`src/rtl/core/abkf_pkg.sv`:
```
// Shared types, constants and saturation helpers of the angle/bias Kalman filter unit.
`default_nettype none

package abkf_pkg;

    typedef logic signed [47:0] t_cov;
    typedef logic signed [31:0] t_q16;

    localparam t_cov Max48 = 48'sh7FFF_FFFF_FFFF;
    localparam t_cov Min48 = 48'sh8000_0000_0000;
    localparam t_q16 Max32 = 32'sh7FFF_FFFF;
    localparam t_q16 Min32 = 32'sh8000_0000;

    localparam logic [31:0] ApnReset = 32'd4294967;
    localparam logic [31:0] BpnReset = 32'd12884902;
    localparam logic [31:0] MnReset  = 32'd128849019;

    // Quotient bits produced by the serial divider.
    localparam logic [5:0] DivSteps = 6'd47;
    // Partial products of the multiplier, followed by the rounding step.
    localparam logic [2:0] MulSteps = 3'd4;

    typedef enum logic [1:0] {
        CFG_APN = 2'd0,
        CFG_BPN = 2'd1,
        CFG_MN  = 2'd2
    } t_cfg_idx;

    typedef enum logic [3:0] {
        OP_NONE,
        OP_SET_ANGLE,
        OP_RATE,
        OP_ANGLE_INT,
        OP_COV_T,
        OP_P00_PRED,
        OP_P11_PRED,
        OP_INNOV,
        OP_GAIN_LOAD,
        OP_GAIN_ZERO,
        OP_ANGLE_COR,
        OP_BIAS_COR,
        OP_P11_COR,
        OP_P10_COR,
        OP_P01_COR,
        OP_P00_COR
    } t_dp_op;

    typedef enum logic [3:0] {
        MS_DT_RATE,
        MS_DT_P11,
        MS_DT_T,
        MS_DT_BPN,
        MS_K0_Y,
        MS_K1_Y,
        MS_K1_P01,
        MS_K1_P00,
        MS_K0_P01,
        MS_K0_P00
    } t_msel;

    typedef enum logic [4:0] {
        S_IDLE,
        S_DECODE,
        S_SET,
        S_RATE,
        S_M_ANG,
        S_M_DTP11,
        S_M_P00,
        S_M_P11,
        S_INNOV,
        S_DIV,
        S_M_ACOR,
        S_M_BCOR,
        S_M_P11C,
        S_M_P10C,
        S_M_P01C,
        S_M_P00C,
        S_DONE
    } t_state;

    typedef struct packed {
        t_dp_op op;
        logic   capture;
        logic   mul_start;
        t_msel  msel;
        logic   div_start;
        logic   publish;
    } t_dp_cmd;

    typedef struct packed {
        logic set_item;
        logic s_zero;
        logic mul_done;
        logic div_done;
    } t_dp_sts;

    function automatic t_cov sat48(input logic signed [49:0] v);
        if ((&v[49:47]) || !(|v[49:47])) begin
            return v[47:0];
        end else if (v[49]) begin
            return Min48;
        end else begin
            return Max48;
        end
    endfunction

    function automatic t_q16 sat32(input logic signed [49:0] v);
        if ((&v[49:31]) || !(|v[49:31])) begin
            return v[31:0];
        end else if (v[49]) begin
            return Min32;
        end else begin
            return Max32;
        end
    endfunction

endpackage

`default_nettype wire

```
`src/rtl/core/abkf_ctrl.sv`:
```
// Controller that sequences the predict, gain and correct steps of one item.
`default_nettype none

module abkf_ctrl
    import abkf_pkg::*;
(
    input  wire logic    i_clk,
    input  wire logic    i_rst_n,
    input  wire logic    i_start,
    input  wire logic    i_out_free,
    input  wire t_dp_sts i_sts,
    output t_dp_cmd      o_cmd,
    output logic         o_ready
);

    t_state r_state;
    t_state n_state;
    logic   r_issued;
    logic   n_issued;

    always_ff @(posedge i_clk) begin
        if (!i_rst_n) begin
            r_state  <= S_IDLE;
            r_issued <= 1'b0;
        end else begin
            r_state  <= n_state;
            r_issued <= n_issued;
        end
    end

    always_comb begin
        n_state   = r_state;
        n_issued  = r_issued;
        o_cmd     = '0;
        o_cmd.op  = OP_NONE;
        o_cmd.msel = MS_DT_RATE;
        unique case (r_state)
            S_IDLE: begin
                if (i_start) begin
                    o_cmd.capture = 1'b1;
                    n_state       = S_DECODE;
                end
            end
            S_DECODE: n_state = i_sts.set_item ? S_SET : S_RATE;
            S_SET: begin
                o_cmd.op = OP_SET_ANGLE;
                n_state  = S_DONE;
            end
            S_RATE: begin
                o_cmd.op = OP_RATE;
                n_state  = S_M_ANG;
            end
            S_M_ANG: begin
                o_cmd.msel = MS_DT_RATE;
                o_cmd.mul_start = !r_issued;
                n_issued = 1'b1;
                if (i_sts.mul_done) begin
                    o_cmd.op = OP_ANGLE_INT; n_issued = 1'b0; n_state = S_M_DTP11;
                end
            end
            S_M_DTP11: begin
                o_cmd.msel = MS_DT_P11;
                o_cmd.mul_start = !r_issued;
                n_issued = 1'b1;
                if (i_sts.mul_done) begin
                    o_cmd.op = OP_COV_T; n_issued = 1'b0; n_state = S_M_P00;
                end
            end
            S_M_P00: begin
                o_cmd.msel = MS_DT_T;
                o_cmd.mul_start = !r_issued;
                n_issued = 1'b1;
                if (i_sts.mul_done) begin
                    o_cmd.op = OP_P00_PRED; n_issued = 1'b0; n_state = S_M_P11;
                end
            end
            S_M_P11: begin
                o_cmd.msel = MS_DT_BPN;
                o_cmd.mul_start = !r_issued;
                n_issued = 1'b1;
                if (i_sts.mul_done) begin
                    o_cmd.op = OP_P11_PRED; n_issued = 1'b0; n_state = S_INNOV;
                end
            end
            S_INNOV: begin
                o_cmd.op = OP_INNOV;
                n_state  = S_DIV;
            end
            S_DIV: begin
                // A zero innovation variance skips the divide; the gains are zero.
                if (i_sts.s_zero) begin
                    o_cmd.op = OP_GAIN_ZERO;
                    n_state  = S_M_ACOR;
                end else begin
                    o_cmd.div_start = !r_issued;
                    n_issued = 1'b1;
                    if (i_sts.div_done) begin
                        o_cmd.op = OP_GAIN_LOAD; n_issued = 1'b0; n_state = S_M_ACOR;
                    end
                end
            end
            S_M_ACOR: begin
                o_cmd.msel = MS_K0_Y;
                o_cmd.mul_start = !r_issued;
                n_issued = 1'b1;
                if (i_sts.mul_done) begin
                    o_cmd.op = OP_ANGLE_COR; n_issued = 1'b0; n_state = S_M_BCOR;
                end
            end
            S_M_BCOR: begin
                o_cmd.msel = MS_K1_Y;
                o_cmd.mul_start = !r_issued;
                n_issued = 1'b1;
                if (i_sts.mul_done) begin
                    o_cmd.op = OP_BIAS_COR; n_issued = 1'b0; n_state = S_M_P11C;
                end
            end
            // The covariance terms are written in an order that keeps the old
            // p00 and p01 until their last use.
            S_M_P11C: begin
                o_cmd.msel = MS_K1_P01;
                o_cmd.mul_start = !r_issued;
                n_issued = 1'b1;
                if (i_sts.mul_done) begin
                    o_cmd.op = OP_P11_COR; n_issued = 1'b0; n_state = S_M_P10C;
                end
            end
            S_M_P10C: begin
                o_cmd.msel = MS_K1_P00;
                o_cmd.mul_start = !r_issued;
                n_issued = 1'b1;
                if (i_sts.mul_done) begin
                    o_cmd.op = OP_P10_COR; n_issued = 1'b0; n_state = S_M_P01C;
                end
            end
            S_M_P01C: begin
                o_cmd.msel = MS_K0_P01;
                o_cmd.mul_start = !r_issued;
                n_issued = 1'b1;
                if (i_sts.mul_done) begin
                    o_cmd.op = OP_P01_COR; n_issued = 1'b0; n_state = S_M_P00C;
                end
            end
            S_M_P00C: begin
                o_cmd.msel = MS_K0_P00;
                o_cmd.mul_start = !r_issued;
                n_issued = 1'b1;
                if (i_sts.mul_done) begin
                    o_cmd.op = OP_P00_COR; n_issued = 1'b0; n_state = S_DONE;
                end
            end
            S_DONE: begin
                if (i_out_free) begin
                    o_cmd.publish = 1'b1;
                    n_state       = S_IDLE;
                end
            end
            default: n_state = S_IDLE;
        endcase
    end

    assign o_ready = (r_state == S_IDLE);

endmodule

`default_nettype wire

```
`config.mk`:
```
export PLATFORM = sky130hd
export DESIGN_NAME = abkf_ctrl
export DESIGN_NICKNAME = d
export VERILOG_FILES = /design/src/rtl/core/abkf_pkg.sv /design/src/rtl/core/abkf_ctrl.sv
export SDC_FILE = /design/constraint.sdc
export NUM_CORES = 1
export LEC_CHECK = 0
export BUFFER_PORTS_ARGS = -buffer_cell sky130_fd_sc_hd__buf_2
export CORE_MARGIN = 1.5
export CORE_UTILIZATION = 31
export CTS_CLUSTER_DIAMETER = 200
export DETAILED_ROUTE_END_ITERATION = 7
export SLEW_MARGIN = 30
export SYNTH_ARGS = -nofsm -noshare
export SYNTH_HDL_FRONTEND = slang
export SYNTH_SLANG_ARGS = --single-unit
```
`constraint.sdc`:
```
create_clock -name i_clk -period 2.7 [get_ports i_clk]
set_input_delay 0.54 -clock i_clk [delete_from_list [all_inputs] [get_ports i_clk]]
set_output_delay 0.54 -clock i_clk [all_outputs]
set_load 0.005 [all_outputs]
```
# [After elaboration in Yosys (flattened, before gate mapping)]
# Index checks and enable logic that the tools add are counted.
[word_totals] reg_bits=6 input_bits=8 out_inout_bits=13
[op_classes] n_eq_ne=30 mux=40 n_reduce_logical=6
[ops] cell="5-bit one-hot mux with 17 select lines" count=1
[ops] cell="5-bit 2-to-1 mux" count=14
[ops] cell="4-bit one-hot mux with 14 select lines" count=1
[ops] cell="5-bit one-hot mux with 10 select lines" count=1
[ops] cell="5-bit by 4-bit equality test with 1-bit output, second input constant" count=8
[ops] cell="4-bit 2-to-1 mux" count=8
[ops] cell="2-bit != test, second input constant" count=13
[ops] cell="5-bit by 3-bit equality test with 1-bit output, second input constant" count=4
[ops] cell="13-bit AND reduction" count=1
[ops] cell="5-bit by 2-bit equality test with 1-bit output, second input constant" count=2
[ops] cell="1-bit 2-to-1 mux" count=10
[ops] cell="10-bit OR reduction" count=1
[ops] cell="3-bit 2-to-1 mux" count=3
[ops] cell="5-bit by 1-bit equality test with 1-bit output, second input constant" count=1
[ops] cell="5-bit equality test, second input constant" count=1
[ops] cell="5-bit zero test" count=1
[ops] cell="3-bit != test, second input constant" count=1
[ops] cell="2-bit 2-to-1 mux" count=1
[ops] cell="1-bit one-hot mux with 2 select lines" count=1
[ops] cell="2-bit AND reduction" count=1
[ops] cell="2-bit nonzero test" count=1
[ops] cell="1-bit zero test" count=1

# [Depth between registers and ports, before layout]
# Gate-level depths: netlist of run 1.
[depth] ltp_word=4 depth_mapped=5 depth_no_buf=4

# [Least setup slack after synthesis of run 1]
# OpenSTA, ideal clock, no wires.
[synth_path] path_kind="register -> output" start="register r_state[2]" end="output o_cmd[10] (netlist bit)" arrival_ns=1.289 path_slack_ns=0.871 stages_incl_launch_ff=5 path_buffers=2 path_cell_list="dfxtp_1 -> buf_2 -> clkbuf_1 -> nor2_1 -> a2111oi_0"
[synth_rtl] item="start: declaration" line="abkf_ctrl.sv:16" text="t_state r_state;"
[synth_rtl] item="start signal: assignment" line="abkf_ctrl.sv:26" text="r_state <= n_state;"
[synth_rtl] item="end: declaration" line="abkf_ctrl.sv:12" text="output t_dp_cmd o_cmd,"

==> out/metrics.cfg, run 1 <==
[cells_and_area]
multiInputGateArea_um2=505.5
design_area_um2=793.3
antenna_cells=0
synthToLayoutAreaGrowth_pct=15.06
nets=119
post_route_cells_drive_above_1_share=0.2844
area.sequential_um2=120.1
filler_cell_count=217

[timing]
period_share=0.8876
hold_violations=0
grt_setup_unrepaired=false
setup_tns_ns=0
clock.fmax_mhz=417.3
report.final.setup_viol=0
fin_ws_ns=0.3035
final_max_slew_viol_count=0
whs_ns=0.4783
clock-skew-final_ns=0.003316
min_period_ns=2.397
slew-limit-headroom=0.5336
tightestPinTransition_ns=0.6986

[detailed_routing]
drt-wirelength-per-cell_um=12.01
drt.antenna.violating_nets=0
wirelength_mm=1.633
routed_via_density=5.397
num_vias=734
post-route-drc-count=0
drt_iter0_markers=19
drt_pre_antenna_iters=4

[global_route]
grt_max_degree=23
grt_antenna_before_repair=0
first_pass_grt_wire_length_mm=2.739
grt_overflow_total=0
number_of_global_route_vias_before_repair=611
grt.total_usage=0.1404

[min_path]
worst_hold_path_type=reg -> reg
min_delay_path_depth=2

[power]
internal_power_summed_over_all_cells_uw=302.4
seqPwrFrac=0.334
worst_ir_drop_vdd_mv=0.3045
combinationalPowerShare=0.515
leakage_nw=0.3282
power.total_uw=560.4
share_of_total_power_consumed_by_net_switching=0.4604
power-per-cell-area_nw_per_um2=706.5
net-switching-power_uw=258.0
clock_power_share=0.151

[floorplanning]
dieHeight_um=50.16
initial_utilization=0.3410
floorplan.io_pins=21
std_cell_rows=16
floorplan.die.width_um=50.16
coreArea_um2=2022
floorplan.die_area_um2=2516

[clock_network]
cts.repair.resized=0
clk_latency_ns=0.25
clkTransAtPathRegs_ns=0.05
cts_made_buffers=3
number_of_buffers_on_the_longest_clock_path=2
numClockSinks=6
tritoncts=done
hold_buffers=0
post_cts.repair.setup_buffers=0
clock-root-buffer=sky130_fd_sc_hd__clkbuf_4
h-tree-depth=1

[critical_path]
crit_type=reg -> out
endpoint_kind=output port
crit_fanout=20
worstSetupStartpointType=flop
worst_case_reg_to_reg_path_depth=4
arrival_ns=1.86
required_ns=2.16

[yosys]
yosysUniqueCellTypes=44
syn_inst=95
post_synthesis_async_set_or_reset_flop_share=0
synth.ff_latch_count=6
seq_area_frac_synth=0.1742
synth_warnings=0
ys.flop_type=sky130_fd_sc_hd__dfxtp_1
syn_nets=103
synth-edff-count=0
synthesis.area_um2=689.4
post_synth.cell_area_avg_um2=7.257

[placement]
placed_cell_area_um2=770.7
place.gp.congestion=0.7935
pre_cts_slack_ns=0.5902
port_buffers=20
dp_hpwl_mm=1.140

[flow_run]
cap_violations=0

[status]
run_status=complete, no violations

layout by cell type (no fill, tap or decap), types with 2 or more instances in the layout:
cell,count
sky130_fd_sc_hd__a211o_1,2
sky130_fd_sc_hd__a21oi_1,8
sky130_fd_sc_hd__and3_1,2
sky130_fd_sc_hd__buf_2,20
sky130_fd_sc_hd__clkbuf_4,3
sky130_fd_sc_hd__dfxtp_1,6
sky130_fd_sc_hd__inv_1,3
sky130_fd_sc_hd__nand2_1,6
sky130_fd_sc_hd__nand2b_1,2
sky130_fd_sc_hd__nand3_1,4
sky130_fd_sc_hd__nor2_1,9
sky130_fd_sc_hd__nor2b_1,3
sky130_fd_sc_hd__nor3_1,6
sky130_fd_sc_hd__o21ai_0,5
sky130_fd_sc_hd__o311ai_0,2
sky130_fd_sc_hd__xnor2_1,2
synthesized netlist by cell type, drive strengths merged (2+ instances only):
| library cell | count | share of area |
|---|---|---|
| nor2 | 9 | 0.049 |
| o311ai | 2 | 0.025 |
| nand2b | 2 | 0.018 |
| dfxtp | 6 | 0.17 |
| buf | 6 | 0.060 |
| a21oi | 9 | 0.082 |
| clkbuf | 3 | 0.016 |
| xnor2 | 2 | 0.025 |
| nand2 | 6 | 0.033 |
| o41ai | 2 | 0.036 |
| a211o | 2 | 0.025 |
| or3 | 2 | 0.020 |
| inv | 3 | 0.016 |
| and3 | 2 | 0.018 |
| nand3 | 4 | 0.029 |
| o21ai | 5 | 0.036 |
| nor3 | 7 | 0.058 |
| nor2b | 3 | 0.027 |
| or4 | 2 | 0.027 |
| nor3b | 2 | 0.038 |
logic make-up after synthesis:
family	share of synthesized area
buf+inv	0.09254
mux	0.03085
flops	0.1742
simple gates	0.3703
compound gates	0.3068
xor+xnor	0.02541
through the flow:
stage | std cells | util
finish | 136 | 0.3923
global route | 136 | 0.3923
CTS | 136 | 0.3923
detailed placement | 133 | 0.3812
global placement | 133 | 0.3812
floorplan | 95 | -
area by class of cell:
class / count / share of cell area
Clock buffer: 3 / 0.02839
Tap cell: 27 / 0.04259
Sequential cell: 6 / 0.1514
Multi-Input combinational cell: 77 / 0.6372
Inverter: 3 / 0.01420
Timing Repair Buffer: 20 / 0.1262
flip-flops by register name, summed over array words and instances, names as in the netlist:
name / count
r_state: 5
r_issued: 1
per-layer routing:
| layer | vias up | GRT usage | routed length (um) |
|---|---|---|---|
| li1 | 384 | - | - |
| met1 | 331 | 0.1978 | 828 |
| met2 | 16 | 0.2018 | 737 |
| met3 | 3 | 0.02679 | 50 |
| met4 | 0 | 0.06944 | 17 |
| met5 | - | 0 | 0 |
path summary, 6_finish.rpt:
| kind | slack (ns) | from | endpoint |
|---|---|---|---|
| hold reg to reg | 0.48 | r_issued | r_issued |
| setup / recovery | 0.30 | r_state[2] | o_cmd[9] |
| hold / removal | 0.48 | r_issued | r_issued |
| setup reg to reg | 0.78 | r_state[4] | r_state[3] |
critical path, cell delays in order (launching register included):
cell and delay (ns):
sky130_fd_sc_hd__dfxtp_1 0.76, sky130_fd_sc_hd__and3b_1 0.27, sky130_fd_sc_hd__a311oi_1 0.24, sky130_fd_sc_hd__a21o_1 0.12, sky130_fd_sc_hd__a21oi_1 0.06, sky130_fd_sc_hd__buf_2 0.16
power by group through the flow:
stage | combinational [mW] | sequential, mW | clock [mW]
final | 0.288 | 0.187 | 0.0849
after global routing | 0.330 | 0.195 | 0.0937
after CTS | 0.289 | 0.184 | 0.0882
after detailed placement | 0.286 | 0.187 | 0
after global placement | 0.292 | 0.185 | 0
after floorplan | 0.284 | 0.122 | 0
Note: power is estimated with default switching activity, not from simulation.
==> run 2, diff against run 1 <==
--- a/config.mk
+++ b/config.mk
@@ -5,7 +5,7 @@
 export SDC_FILE = /design/constraint.sdc
 export NUM_CORES = 1
 export LEC_CHECK = 0
-export BUFFER_PORTS_ARGS = -buffer_cell sky130_fd_sc_hd__buf_2
+export BUFFER_PORTS_ARGS = -buffer_cell sky130_fd_sc_hd__clkbuf_2
 export CORE_MARGIN = 1.5
 export CORE_UTILIZATION = 31
 export CTS_CLUSTER_DIAMETER = 200
==> run 2 against run 1 <==
  * Setup slack gained 0.031 ns
  * First-iteration DRC count shrank 42%
  * Clock skew shrank 0.0025 ns
  * Sequential share of layout area down 0.28 points
  * Global-route usage rose by 0.68 points
  * Final cell count up 1.5%
  * Register-to-register slack is essentially flat
  * Non-clock buffer count rose by 2
  * Largest power group unchanged
==> out/metrics.cfg, run 2 (same netlist as run 1, synthesis figures left out) <==
[critical_path]
critPathLaunch=r_state[1]
crit_path_cell_chain=and3b_1 -> a311oi_1 -> a21o_1 -> a21oi_1 -> clkbuf_2
worst_case_reg_to_reg_path_depth=4
worst_path_max_delay_cell=sky130_fd_sc_hd__dfxtp_1
crit_fanout=20
arrival_ns=1.83
worst_r2r_startpoint=r_state[1]
endpoint=o_cmd[9]
worstSetupStartpointType=flop
critPathMaxStageDelay_ns=0.77
r2r_slack_ns=0.77
crit_type=reg -> out
required_ns=2.16
endpoint_kind=output port
timing.rr.end=r_state[3]

[cells_and_area]
final_cell_mix=sky130_fd_sc_hd__clkbuf_2, sky130_fd_sc_hd__nor2_1, sky130_fd_sc_hd__a21oi_1
layout_commonest_cell=sky130_fd_sc_hd__clkbuf_2
biggestRegsByFlops=r_state x5, r_issued x1
largest_register_ff_count=5
design_area_um2=808.3
postLayoutCoreUtil=0.3998
post_route_cells_drive_above_1_share=0.2973
filler_cell_count=225
nets=121
layoutNonFillerInstCount=138
synthToLayoutAreaGrowth_pct=17.24
antenna_cells=0
max_flop_register=r_state

[min_path]
min_delay_path_depth=2
worst_hold_path_type=reg -> reg

[clock_network]
number_of_buffers_on_the_longest_clock_path=2
clkTransAtPathRegs_ns=0.04
hold_buffers=0
clk_latency_ns=0.24
numClockSinks=6
tritoncts=done
h-tree-depth=1
cts_made_buffers=3
clock-root-buffer=sky130_fd_sc_hd__clkbuf_4
cts.repair.resized=0
post_cts.repair.setup_buffers=0

[detailed_routing]
drt_iter0_markers=11
drt_pre_antenna_iters=5
drt.antenna.violating_nets=0
wirelength_mm=1.743
routed_via_density=5.580
drt-wirelength-per-cell_um=12.63
num_vias=770
post-route-drc-count=0

[global_route]
grt_max_degree=21
number_of_global_route_vias_before_repair=634
grt.total_usage=0.1472
grt_overflow_total=0
first_pass_grt_wire_length_mm=2.849
grt_antenna_before_repair=0

[floorplanning]
initial_utilization=0.3410
coreArea_um2=2022
std_cell_rows=16
floorplan.io_pins=21
dieHeight_um=50.16
floorplan.die_area_um2=2516
floorplan.die.width_um=50.16

[power]
clock_power_share=0.144
combinationalPowerShare=0.530
net-switching-power_uw=256.9
internal_power_summed_over_all_cells_uw=304.5
share_of_total_power_consumed_by_net_switching=0.4576
power.total_uw=561.4
seqPwrFrac=0.327
power-per-cell-area_nw_per_um2=694.5
leakage_nw=0.3312
worst_ir_drop_vdd_mv=0.3225

[timing]
period_share=0.8762
clock-skew-final_ns=0.0008236
slew-limit-headroom=0.5315
clock.fmax_mhz=422.7
whs_ns=0.4923
hold_violations=0
fin_ws_ns=0.3343
report.final.setup_viol=0
tightestPinTransition_ns=0.7018
final_max_slew_viol_count=0
min_period_ns=2.366
setup_tns_ns=0
grt_setup_unrepaired=false

[placement]
dp_hpwl_mm=1.273
port_buffers=20
placed_cell_area_um2=785.8
place.detailed.instances=135
pre_cts_slack_ns=0.6218
place.gp.congestion=0.7679

[status]
run_status=complete, no violations

[flow_run]
cap_violations=0

run 2: area by class of cell:
| type | count | area (um2) | area share |
|---|---|---|---|
| Timing Repair Buffer | 22 | 115.1 | 0.1424 |
| Tap cell | 27 | 33.78 | 0.04180 |
| Multi-Input combinational cell | 77 | 505.5 | 0.6254 |
| Inverter | 3 | 11.26 | 0.01393 |
| Sequential cell | 6 | 120.1 | 0.1486 |
| Clock buffer | 3 | 22.52 | 0.02786 |
run 2: how the worst min path moves through the flow:
stage | start | end | slack, ns
after floorplan | r_issued | r_issued | 0.45
after global placement | r_issued | r_issued | 0.47
after detailed placement | r_issued | r_issued | 0.48
after CTS | r_issued | r_issued | 0.49
after global routing | r_issued | r_issued | 0.55
final | r_issued | r_issued | 0.49
run 2: metal layers:
layer  up-vias  routed length [um]  part of all wire  track usage
li1        389                   -                 -            -
met1       355                 859              0.49       0.1993
met2        24                 797              0.46       0.2149
met3         2                  61             0.035      0.02083
met4         0                  25             0.014      0.09722
met5         -                   0                 0            0
run 2: worst max-delay path, delay by kind of cell (launching register included):
family,cells,cell delay (ns)
flip-flops,1,0.77
AO/OA/AOI/OAI,3,0.38
AND/OR/NAND/NOR,1,0.30
buffers and inverters,1,0.13
run 2: power by group through the flow:
stage | clock, mW | combinational (mW) | sequential, mW
floorplan | 0 | 0.284 | 0.122
global placement | 0 | 0.299 | 0.179
detailed placement | 0 | 0.296 | 0.181
CTS | 0.0854 | 0.299 | 0.180
global route | 0.0934 | 0.334 | 0.190
finish | 0.0807 | 0.297 | 0.183
